### config.mk
export PLATFORM = sky130hd
export DESIGN_NAME = capture_period_wheel_speed_unit
export DESIGN_NICKNAME = d
export VERILOG_FILES = /design/src/design/cpws_pkg.sv /design/src/design/cpws_ring.sv /design/src/design/cpws_divider.sv /design/src/design/capture_period_wheel_speed_unit.sv
export SDC_FILE = /design/constraint.sdc
export NUM_CORES = 1
export LEC_CHECK = 0
export BUFFER_PORTS_ARGS = -buffer_cell sky130_fd_sc_hd__buf_4
export CAP_MARGIN = 10
export CORE_MARGIN = 1.5
export CORE_UTILIZATION = 60
export CTS_CLUSTER_SIZE = 20
export DETAILED_ROUTE_END_ITERATION = 10
export GPL_TIMING_DRIVEN = 1
export PLACE_DENSITY_LB_ADDON = 0.2
export SLEW_MARGIN = 40
export SYNTH_ARGS = -nofsm -noshare
export SYNTH_HDL_FRONTEND = slang
export SYNTH_SLANG_ARGS = --single-unit
export TNS_END_PERCENT = 30
### constraint.sdc
create_clock -name clk_i -period 8.5 [get_ports clk_i]
set_clock_uncertainty 0.05 [all_clocks]
set_input_delay 1.7 -clock clk_i [delete_from_list [all_inputs] [get_ports clk_i]]
set_output_delay 1.7 -clock clk_i [all_outputs]
set_load 0.03 [all_outputs]
### src/design/cpws_pkg.sv
// Package for the capture-period wheel speed unit.
// Holds the sizing constants, register indexes and the ring access type.
// Used by every module under design/.
package cpws_pkg;

  // Captures per batch and batches in the moving average.
  localparam int unsigned BatchLen = 16;
  localparam int unsigned AvgLen   = 8;

  // Field widths.
  localparam int unsigned CAPTURE_W = 32;
  localparam int unsigned SPEED_W   = 32;
  localparam int unsigned TIMEOUT_W = 16;
  localparam int unsigned TOTAL_W   = 38;

  // Fixed scale applied to the numerator: captures * batches * 2^8.
  localparam int unsigned Scale   = BatchLen * AvgLen * 256;
  localparam int unsigned SCALE_W = $clog2(Scale + 1);
  localparam int unsigned NUM_W   = CAPTURE_W + SCALE_W;

  // Counter and index widths.
  localparam int unsigned RING_AW  = (AvgLen > 1) ? $clog2(AvgLen) : 1;
  localparam int unsigned BCNT_W   = $clog2(BatchLen + 1);
  localparam int unsigned DIVCNT_W = $clog2(NUM_W + 1);

  // Configuration port.
  localparam int unsigned CFG_IDX_W  = 1;
  localparam int unsigned CFG_DATA_W = 32;
  localparam logic [CFG_IDX_W-1:0] CFG_NUMERATOR = 1'b0;
  localparam logic [CFG_IDX_W-1:0] CFG_TIMEOUT   = 1'b1;

  // Register values after reset.
  localparam logic [CAPTURE_W-1:0] NUMERATOR_RESET = 32'd1222471910;
  localparam logic [TIMEOUT_W-1:0] TIMEOUT_RESET   = 16'd100;

  // One access to the ring memory.
  typedef struct packed {
    logic                 rd;
    logic                 wr;
    logic [RING_AW-1:0]   addr;
    logic [CAPTURE_W-1:0] wdata;
  } ring_req_t;

endpackage

### src/design/cpws_ring.sv
// Ring of batch sums held in a synchronous memory with a registered read.
// Per-entry valid bits make never-written entries read as zero after reset.
// Depends on cpws_pkg.
module cpws_ring (
  input  logic                       clk_i,
  input  logic                       rst_ni,
  input  cpws_pkg::ring_req_t        req_i,
  output logic [cpws_pkg::CAPTURE_W-1:0] rdata_o
);
  import cpws_pkg::*;

  logic [CAPTURE_W-1:0] mem [AvgLen];
  logic [CAPTURE_W-1:0] rd_data_q;
  logic [AvgLen-1:0]    valid_q;
  logic                 rd_valid_q;

  // Memory array: one write and one registered read per cycle.
  always_ff @(posedge clk_i) begin
    if (req_i.wr) begin
      mem[req_i.addr] <= req_i.wdata;
    end
    if (req_i.rd) begin
      rd_data_q <= mem[req_i.addr];
    end
  end

  // Valid bits stand in for clearing the memory at reset.
  always_ff @(posedge clk_i or negedge rst_ni) begin
    if (!rst_ni) begin
      valid_q    <= '0;
      rd_valid_q <= 1'b0;
    end else begin
      if (req_i.wr) begin
        valid_q[req_i.addr] <= 1'b1;
      end
      if (req_i.rd) begin
        rd_valid_q <= valid_q[req_i.addr];
      end
    end
  end

  assign rdata_o = rd_valid_q ? rd_data_q : '0;

endmodule

### src/design/cpws_divider.sv
// Restoring serial divider, one quotient bit per cycle, with saturation to 32 bits.
// A zero divisor yields an all-ones quotient and so saturates.
// Depends on cpws_pkg.
module cpws_divider (
  input  logic                         clk_i,
  input  logic                         rst_ni,
  input  logic                         start_i,
  input  logic [cpws_pkg::NUM_W-1:0]   dividend_i,
  input  logic [cpws_pkg::TOTAL_W-1:0] divisor_i,
  output logic                         done_o,
  output logic [cpws_pkg::SPEED_W-1:0] quotient_o
);
  import cpws_pkg::*;

  logic [NUM_W-1:0]    dvd_q, dvd_d;
  logic [TOTAL_W-1:0]  den_q, den_d;
  logic [TOTAL_W-1:0]  rem_q, rem_d;
  logic [DIVCNT_W-1:0] cnt_q, cnt_d;
  logic                done_q, done_d;
  logic [TOTAL_W:0]    rem_sh;
  logic                fits;

  // One restoring step: shift in the next dividend bit and trial-subtract.
  assign rem_sh = {rem_q, dvd_q[NUM_W-1]};
  assign fits   = (rem_sh >= {1'b0, den_q});

  always_comb begin
    dvd_d  = dvd_q;
    den_d  = den_q;
    rem_d  = rem_q;
    cnt_d  = cnt_q;
    done_d = 1'b0;
    if (start_i) begin
      dvd_d = dividend_i;
      den_d = divisor_i;
      rem_d = '0;
      cnt_d = DIVCNT_W'(NUM_W);
    end else if (cnt_q != '0) begin
      rem_d  = fits ? TOTAL_W'(rem_sh - {1'b0, den_q}) : rem_sh[TOTAL_W-1:0];
      dvd_d  = {dvd_q[NUM_W-2:0], fits};
      cnt_d  = cnt_q - 1'b1;
      done_d = (cnt_q == DIVCNT_W'(1));
    end
  end

  always_ff @(posedge clk_i or negedge rst_ni) begin
    if (!rst_ni) begin
      cnt_q  <= '0;
      done_q <= 1'b0;
    end else begin
      cnt_q  <= cnt_d;
      done_q <= done_d;
    end
  end

  always_ff @(posedge clk_i) begin
    dvd_q <= dvd_d;
    den_q <= den_d;
    rem_q <= rem_d;
  end

  // The shift register holds the quotient once the count runs out.
  assign done_o     = done_q;
  assign quotient_o = (|dvd_q[NUM_W-1:SPEED_W]) ? '1 : dvd_q[SPEED_W-1:0];

endmodule

### src/design/capture_period_wheel_speed_unit.sv
// Wheel speed from timer captures. A millisecond tick, or a capture that does not complete a
// batch, is handled in the idle state. The capture that completes a batch of 16 reads the old
// ring entry at its accepting edge and writes the new one in the next cycle. The divider is then
// started and runs NUM_W = 48 division steps; the controller sees it finish and then loads the
// output register. No input is taken until that speed item is loaded. The ring is cleared by
// per-entry valid bits, so no clearing pass follows reset. A finished item waits in the output
// register, and the input is held off while it waits unless the receiver takes it in the same
// cycle. Depends on cpws_pkg, cpws_ring and cpws_divider.
module capture_period_wheel_speed_unit (
  input  logic                             clk_i,
  input  logic                             rst_ni,
  // Configuration write port.
  input  logic                             cfg_we_i,
  input  logic [cpws_pkg::CFG_IDX_W-1:0]   cfg_index_i,
  input  logic [cpws_pkg::CFG_DATA_W-1:0]  cfg_data_i,
  // Input items.
  input  logic                             s_axis_tvalid_i,
  output logic                             s_axis_tready_o,
  input  logic [cpws_pkg::CAPTURE_W-1:0]   s_axis_tdata_i,   // [31:0] capture_time
  input  logic                             s_axis_tuser_i,   // [0] func
  // Result items.
  output logic                             m_axis_tvalid_o,
  input  logic                             m_axis_tready_i,
  output logic [cpws_pkg::SPEED_W-1:0]     m_axis_tdata_o,   // [31:0] speed
  output logic                             m_axis_tuser_o    // [0] timed_out
);
  import cpws_pkg::*;

  localparam logic [2:0] ST_IDLE  = 3'd0;
  localparam logic [2:0] ST_RMW   = 3'd1;
  localparam logic [2:0] ST_START = 3'd2;
  localparam logic [2:0] ST_DIV   = 3'd3;
  localparam logic [2:0] ST_OUT   = 3'd4;

  logic [2:0]           state_q, state_d;
  logic [CAPTURE_W-1:0] numerator_q;
  logic [TIMEOUT_W-1:0] timeout_q;
  logic [CAPTURE_W-1:0] prev_q, prev_d;
  logic [CAPTURE_W-1:0] bsum_q, bsum_d;
  logic [BCNT_W-1:0]    bcnt_q, bcnt_d;
  logic [RING_AW-1:0]   pos_q, pos_d;
  logic [TOTAL_W-1:0]   total_q, total_d;
  logic [TIMEOUT_W-1:0] elapsed_q, elapsed_d;
  logic                 stale_q, stale_d;
  logic [CAPTURE_W-1:0] pend_q, pend_d;
  logic [NUM_W-1:0]     prod_q, prod_d;
  logic                 out_valid_q, out_valid_d;
  logic [SPEED_W-1:0]   out_speed_q, out_speed_d;
  logic                 out_timed_q, out_timed_d;

  logic                 accept;
  logic                 out_free;
  logic [CAPTURE_W-1:0] bsum_next;
  logic [BCNT_W-1:0]    bcnt_next;
  logic [TIMEOUT_W-1:0] elapsed_inc;
  ring_req_t            ring_req;
  logic [CAPTURE_W-1:0] ring_old;
  logic                 div_start;
  logic                 div_done;
  logic [SPEED_W-1:0]   div_quot;

  // Ring memory and divider.
  cpws_ring u_ring (
    .clk_i   (clk_i),
    .rst_ni  (rst_ni),
    .req_i   (ring_req),
    .rdata_o (ring_old)
  );

  cpws_divider u_div (
    .clk_i      (clk_i),
    .rst_ni     (rst_ni),
    .start_i    (div_start),
    .dividend_i (prod_q),
    .divisor_i  (total_q),
    .done_o     (div_done),
    .quotient_o (div_quot)
  );

  // Handshake: the output register frees up in the same cycle it is taken.
  assign out_free        = !out_valid_q || m_axis_tready_i;
  assign s_axis_tready_o = (state_q == ST_IDLE) && out_free;
  assign accept          = s_axis_tvalid_i && s_axis_tready_o;

  assign bsum_next   = bsum_q + (s_axis_tdata_i - prev_q);
  assign bcnt_next   = bcnt_q + 1'b1;
  assign elapsed_inc = (elapsed_q == '1) ? elapsed_q : elapsed_q + 1'b1;
  assign div_start   = (state_q == ST_START);

  // Main control: capture and tick handling, ring update and result hand-off.
  always_comb begin
    state_d     = state_q;
    prev_d      = prev_q;
    bsum_d      = bsum_q;
    bcnt_d      = bcnt_q;
    pos_d       = pos_q;
    total_d     = total_q;
    elapsed_d   = elapsed_q;
    stale_d     = stale_q;
    pend_d      = pend_q;
    prod_d      = prod_q;
    out_valid_d = out_valid_q && !m_axis_tready_i;
    out_speed_d = out_speed_q;
    out_timed_d = out_timed_q;
    ring_req    = '0;
    ring_req.addr  = pos_q;
    ring_req.wdata = pend_q;

    unique case (state_q)
      ST_IDLE: begin
        if (accept && s_axis_tuser_i) begin
          // Millisecond tick.
          elapsed_d = elapsed_inc;
          if ((elapsed_inc >= timeout_q) && !stale_q) begin
            stale_d     = 1'b1;
            out_valid_d = 1'b1;
            out_speed_d = '0;
            out_timed_d = 1'b1;
          end
        end else if (accept) begin
          // Capture timestamp.
          prev_d = s_axis_tdata_i;
          if (bcnt_next == BCNT_W'(BatchLen)) begin
            pend_d      = bsum_next;
            prod_d      = NUM_W'({{SCALE_W{1'b0}}, numerator_q} * NUM_W'(Scale));
            bsum_d      = '0;
            bcnt_d      = '0;
            elapsed_d   = '0;
            stale_d     = 1'b0;
            ring_req.rd = 1'b1;
            state_d     = ST_RMW;
          end else begin
            bsum_d = bsum_next;
            bcnt_d = bcnt_next;
          end
        end
      end
      ST_RMW: begin
        // Old entry is out of the memory now: replace it and fix up the total.
        ring_req.wr = 1'b1;
        total_d     = total_q - TOTAL_W'(ring_old) + TOTAL_W'(pend_q);
        pos_d       = (pos_q == RING_AW'(AvgLen - 1)) ? '0 : pos_q + 1'b1;
        state_d     = ST_START;
      end
      ST_START: begin
        state_d = ST_DIV;
      end
      ST_DIV: begin
        if (div_done) begin
          state_d = ST_OUT;
        end
      end
      ST_OUT: begin
        if (out_free) begin
          out_valid_d = 1'b1;
          out_speed_d = div_quot;
          out_timed_d = 1'b0;
          state_d     = ST_IDLE;
        end
      end
      default: begin
        state_d = ST_IDLE;
      end
    endcase
  end

  // Configuration registers.
  always_ff @(posedge clk_i or negedge rst_ni) begin
    if (!rst_ni) begin
      numerator_q <= NUMERATOR_RESET;
      timeout_q   <= TIMEOUT_RESET;
    end else if (cfg_we_i) begin
      unique case (cfg_index_i)
        CFG_NUMERATOR: numerator_q <= cfg_data_i;
        CFG_TIMEOUT:   timeout_q   <= cfg_data_i[TIMEOUT_W-1:0];
        default: ;
      endcase
    end
  end

  // Measurement state and control.
  always_ff @(posedge clk_i or negedge rst_ni) begin
    if (!rst_ni) begin
      state_q     <= ST_IDLE;
      prev_q      <= '0;
      bsum_q      <= '0;
      bcnt_q      <= '0;
      pos_q       <= '0;
      total_q     <= '0;
      elapsed_q   <= '0;
      stale_q     <= 1'b0;
      out_valid_q <= 1'b0;
    end else begin
      state_q     <= state_d;
      prev_q      <= prev_d;
      bsum_q      <= bsum_d;
      bcnt_q      <= bcnt_d;
      pos_q       <= pos_d;
      total_q     <= total_d;
      elapsed_q   <= elapsed_d;
      stale_q     <= stale_d;
      out_valid_q <= out_valid_d;
    end
  end

  // Payload registers.
  always_ff @(posedge clk_i) begin
    pend_q      <= pend_d;
    prod_q      <= prod_d;
    out_speed_q <= out_speed_d;
    out_timed_q <= out_timed_d;
  end

  assign m_axis_tvalid_o = out_valid_q;
  assign m_axis_tdata_o  = out_speed_q;
  assign m_axis_tuser_o  = out_timed_q;

`ifndef SYNTHESIS
  // A timeout item always carries a speed of zero.
  assert property (@(posedge clk_i) disable iff (!rst_ni)
    (out_valid_q && out_timed_q) |-> (out_speed_q == '0))
    else $error("timeout item with non-zero speed");

  // Every ring write follows a read of the same entry in the previous cycle.
  assert property (@(posedge clk_i) disable iff (!rst_ni)
    ring_req.wr |-> ($past(ring_req.rd) && ($past(ring_req.addr) == ring_req.addr)))
    else $error("ring write without a preceding read");

  // The divider finishes only while the controller waits for it.
  assert property (@(posedge clk_i) disable iff (!rst_ni)
    div_done |-> (state_q == ST_DIV))
    else $error("divider done outside the divide state");

  // The ring update is always followed by the start of the division.
  assert property (@(posedge clk_i) disable iff (!rst_ni)
    (state_q == ST_RMW) |=> (state_q == ST_START))
    else $error("ring update not followed by divider start");
`endif

endmodule

==> flow_summary.json <==
{
  "grt_use_total_pct": 25.4,
  "grt_pass1_wl_mm": 119,
  "core_sq_mm": 0.0564,
  "max_slew.worst_pin.slew_ns": 0.787,
  "cts_num_sinks": 704,
  "synth_warnings": 0,
  "max_freq_mhz": 207,
  "path_buf_inv": 1,
  "wl_met2_mm": 35.2,
  "cp_max_fo": 33,
  "fin_setup_tns_ns": 0,
  "cts_buffers": 72,
  "final_cell_mix": "471 x edfxtp_1, 339 x inv_1, 285 x nand2_1",
  "die_area_sq_mm": 0.0584,
  "yosysTopAreaCell": "edfxtp_1",
  "wl_mm": 73.8,
  "cts_root_buf": "clkbuf_16",
  "hpwl_mm": 48.2,
  "synth-edff-count": 471,
  "grt_start_max_net_pins": 80,
  "dr.pass1.iters": 6,
  "final_cells": 3887,
  "hold_end": "prod_q[36]$_DFFE_PP_",
  "synth_top_area_share_pct": 41.4,
  "synth_ff_type": "edfxtp_1",
  "postCtsSetupRepairBufs": 0,
  "slowest_stage": "dfrtp_1",
  "synth_area_leaders": "edfxtp_1 41%, dfrtp_1 13%, ha_1 4.8%",
  "io_buffers": 105,
  "rr_worst_depth": 15,
  "fin_nets": 3337,
  "gr-total-overflow": 0,
  "maxCapViolCount": 0,
  "cts.reportedPaths.clkPinSlew_ns": 0.06,
  "top_layer": "met4",
  "vias_per_cell": 5.84,
  "syn_to_final_growth_pct": 12.2,
  "wl_per_cell_um": 19.0,
  "antenna_found_initial": 1,
  "hold_viol": 0,
  "cp-end-kind": "flip-flop",
  "maxSlewViolCount": 0,
  "crit_top_cell": "and3_1",
  "final_common_cell": "edfxtp_1",
  "cts_resized": 0,
  "crit_family": "simple AND/OR/NAND/NOR gates",
  "leakage_nw": 16.2,
  "ant_nets": 0,
  "crit_start": "elapsed_q[3]$_DFFE_PN0P_",
  "rsz0062_at_grt": "no",
  "drc": 0,
  "synthArstFlopShare_pct": 27.7,
  "setup_viol": 0,
  "start_util_pct": 60.7,
  "crit_chain": "and4_1 > and3_1 > and3_1 > and4_1 > nor2b_1 > nor2_1 > and3_1 > xor2_1 > ha_1 > nand3_1 > o21a_1 > a311o_1 > a21oi_1 > o21bai_2 > buf_4",
  "cp-start-kind": "flip-flop",
  "r2r_slack_ns": 3.67,
  "ios": 106,
  "timing.final.crit_share_pct": 56.8,
  "wl_met3_mm": 4.86,
  "hp-class": "flip-flop to flip-flop",
  "setup.worst_path.class": "flip-flop to flip-flop",
  "powerDensity_mw_per_mm2": 385,
  "vias": 22700,
  "critPathMaxStageDelay_ns": 0.48,
  "cp.required_ns": 8.71,
  "min_from": "numerator_q[21]$_DFFE_PN0P_",
  "place.gp.congestion": 0.896,
  "slew_headroom_pct": 46.9,
  "yosysUniqueCellTypes": 81,
  "fin_crit_ns": 4.83,
  "drive_above_1_share_pct": 11.9,
  "seq_area_frac_synth_pct": 57.9,
  "crit_arrival_ns": 5.04,
  "rows": 87,
  "max-vdd-ir-drop_mv": 0.326,
  "holdBufCountCts": 0,
  "clock_path_buffers": 3,
  "outcome": "completed",
  "cts_tree": "done",
  "die_h_um": 242,
  "cts_max_level": 3,
  "clk_latency_ns": 0.62,
  "timing.rr.end": "m_axis_tdata_o[1]$_SDFFCE_PP0P_",
  "fin_ws_ns": 3.67,
  "grt_pass1_vias": 22800,
  "syn-num-nets": 3238,
  "syn_area_per_cell_sq_um": 11.5,
  "post-place-ws_ns": 3.29,
  "die_w_um": 242,
  "rr_startpoint": "elapsed_q[3]$_DFFE_PN0P_",
  "drt_iter0_markers": 1793,
  "ys_ff_latch": 704,
  "placed_cells_incl_taps": 3754,
  "wl_met1_mm": 32.2,
  "syn-cell-area_sq_mm": 0.0342,
  "hold_depth": 0,
  "synthCells": 2973
}
[sequential cells by signal (all words and copies together), names as in the netlist, 32 cells and up]
name              flops
numerator_q          32
u_div.den_q          38
u_ring.mem          256
prev_q               32
pend_q               32
bsum_q               32
u_ring.rd_data_q     32
u_div.dvd_q          48
u_div.rem_q          38
total_q              38
prod_q               32
m_axis_tdata_o       32
[Yosys cell counts (all sizes together) (17+ instances only)]
cell type	number
xnor2	76
a21oi	138
o21ai	171
clkbuf	97
a22oi	128
nand4	50
a211oi	28
fa	64
dfxtp	38
o21bai	28
dfstp	19
xor2	35
nor2	191
and2	59
a21o	69
dfrtp	176
nor2b	18
ha	130
mux2	52
edfxtp	471
inv	340
nand2	287
buf	17
nor3	42
nand3	29
and3	23
[per-layer routing]
metal,up-vias,global-route usage (%)
li1,10700,-
met1,11100,34.9
met2,745,41.6
met3,129,4.52
met4,0,7.41
met5,-,0
[power breakdown]
part / switching, mW / internal (mW)
sequential: 0.410 / 4.50
clock: 1.34 / 1.92
combinational: 3.81 / 2.77
total: 5.56 / 9.19
[worst max path at each step]
stage                                            end  slack [ns]  cells past startpoint
floorplan                        pend_q[0]$_DFFE_PP_        0.10                      4
global placement                pend_q[28]$_DFFE_PP_        3.33                     15
detailed placement              pend_q[28]$_DFFE_PP_        3.29                     15
CTS                 m_axis_tdata_o[27]$_SDFFCE_PP0P_        3.77                     15
global route         m_axis_tdata_o[1]$_SDFFCE_PP0P_        3.46                     15
finish               m_axis_tdata_o[1]$_SDFFCE_PP0P_        3.67                     15
[through the flow]
| stage | area, sq um | hold slack (ns) | utilization (%) | total power [mW] |
|---|---|---|---|---|
| after global placement | 35800 | 0.378 | 63.5 | 11.2 |
| final | 38400 | 0.390 | 68.0 | 14.8 |
| after detailed placement | 35900 | 0.382 | 63.6 | 11.4 |
| after floorplan | 34200 | 0.371 | - | 10.0 |
| after CTS | 38400 | 0.396 | 68.0 | 14.8 |
| after global routing | 38400 | 0.401 | 68.0 | 15.8 |
[cell type report]
| type | count | area [sq um] |
|---|---|---|
| repair buffers | 139 | 1110 |
| clock inverters | 47 | 538 |
| multi-input cells | 1814 | 12700 |
| fillers | 4136 | 18000 |
| diodes | 1 | 2.50 |
| flip-flops and latches | 704 | 19800 |
| clock buffers | 85 | 1930 |
| inverters | 341 | 1280 |
| well taps | 756 | 946 |
[logic make-up (layout without fill, tap and decap cells)]
family / count (synthesis) / after routing / share of synthesized area (%)
compound gates: 678 / 678 / 13.1
buf+inv: 455 / 612 / 5.10
mux: 65 / 65 / 2.09
fa+ha+maj: 194 / 194 / 8.50
other cells: 0 / 1 / 0
flops: 704 / 704 / 57.9
simple gates: 766 / 766 / 10.4
xor+xnor: 111 / 111 / 2.86
Power figures use the tool's default switching activity.
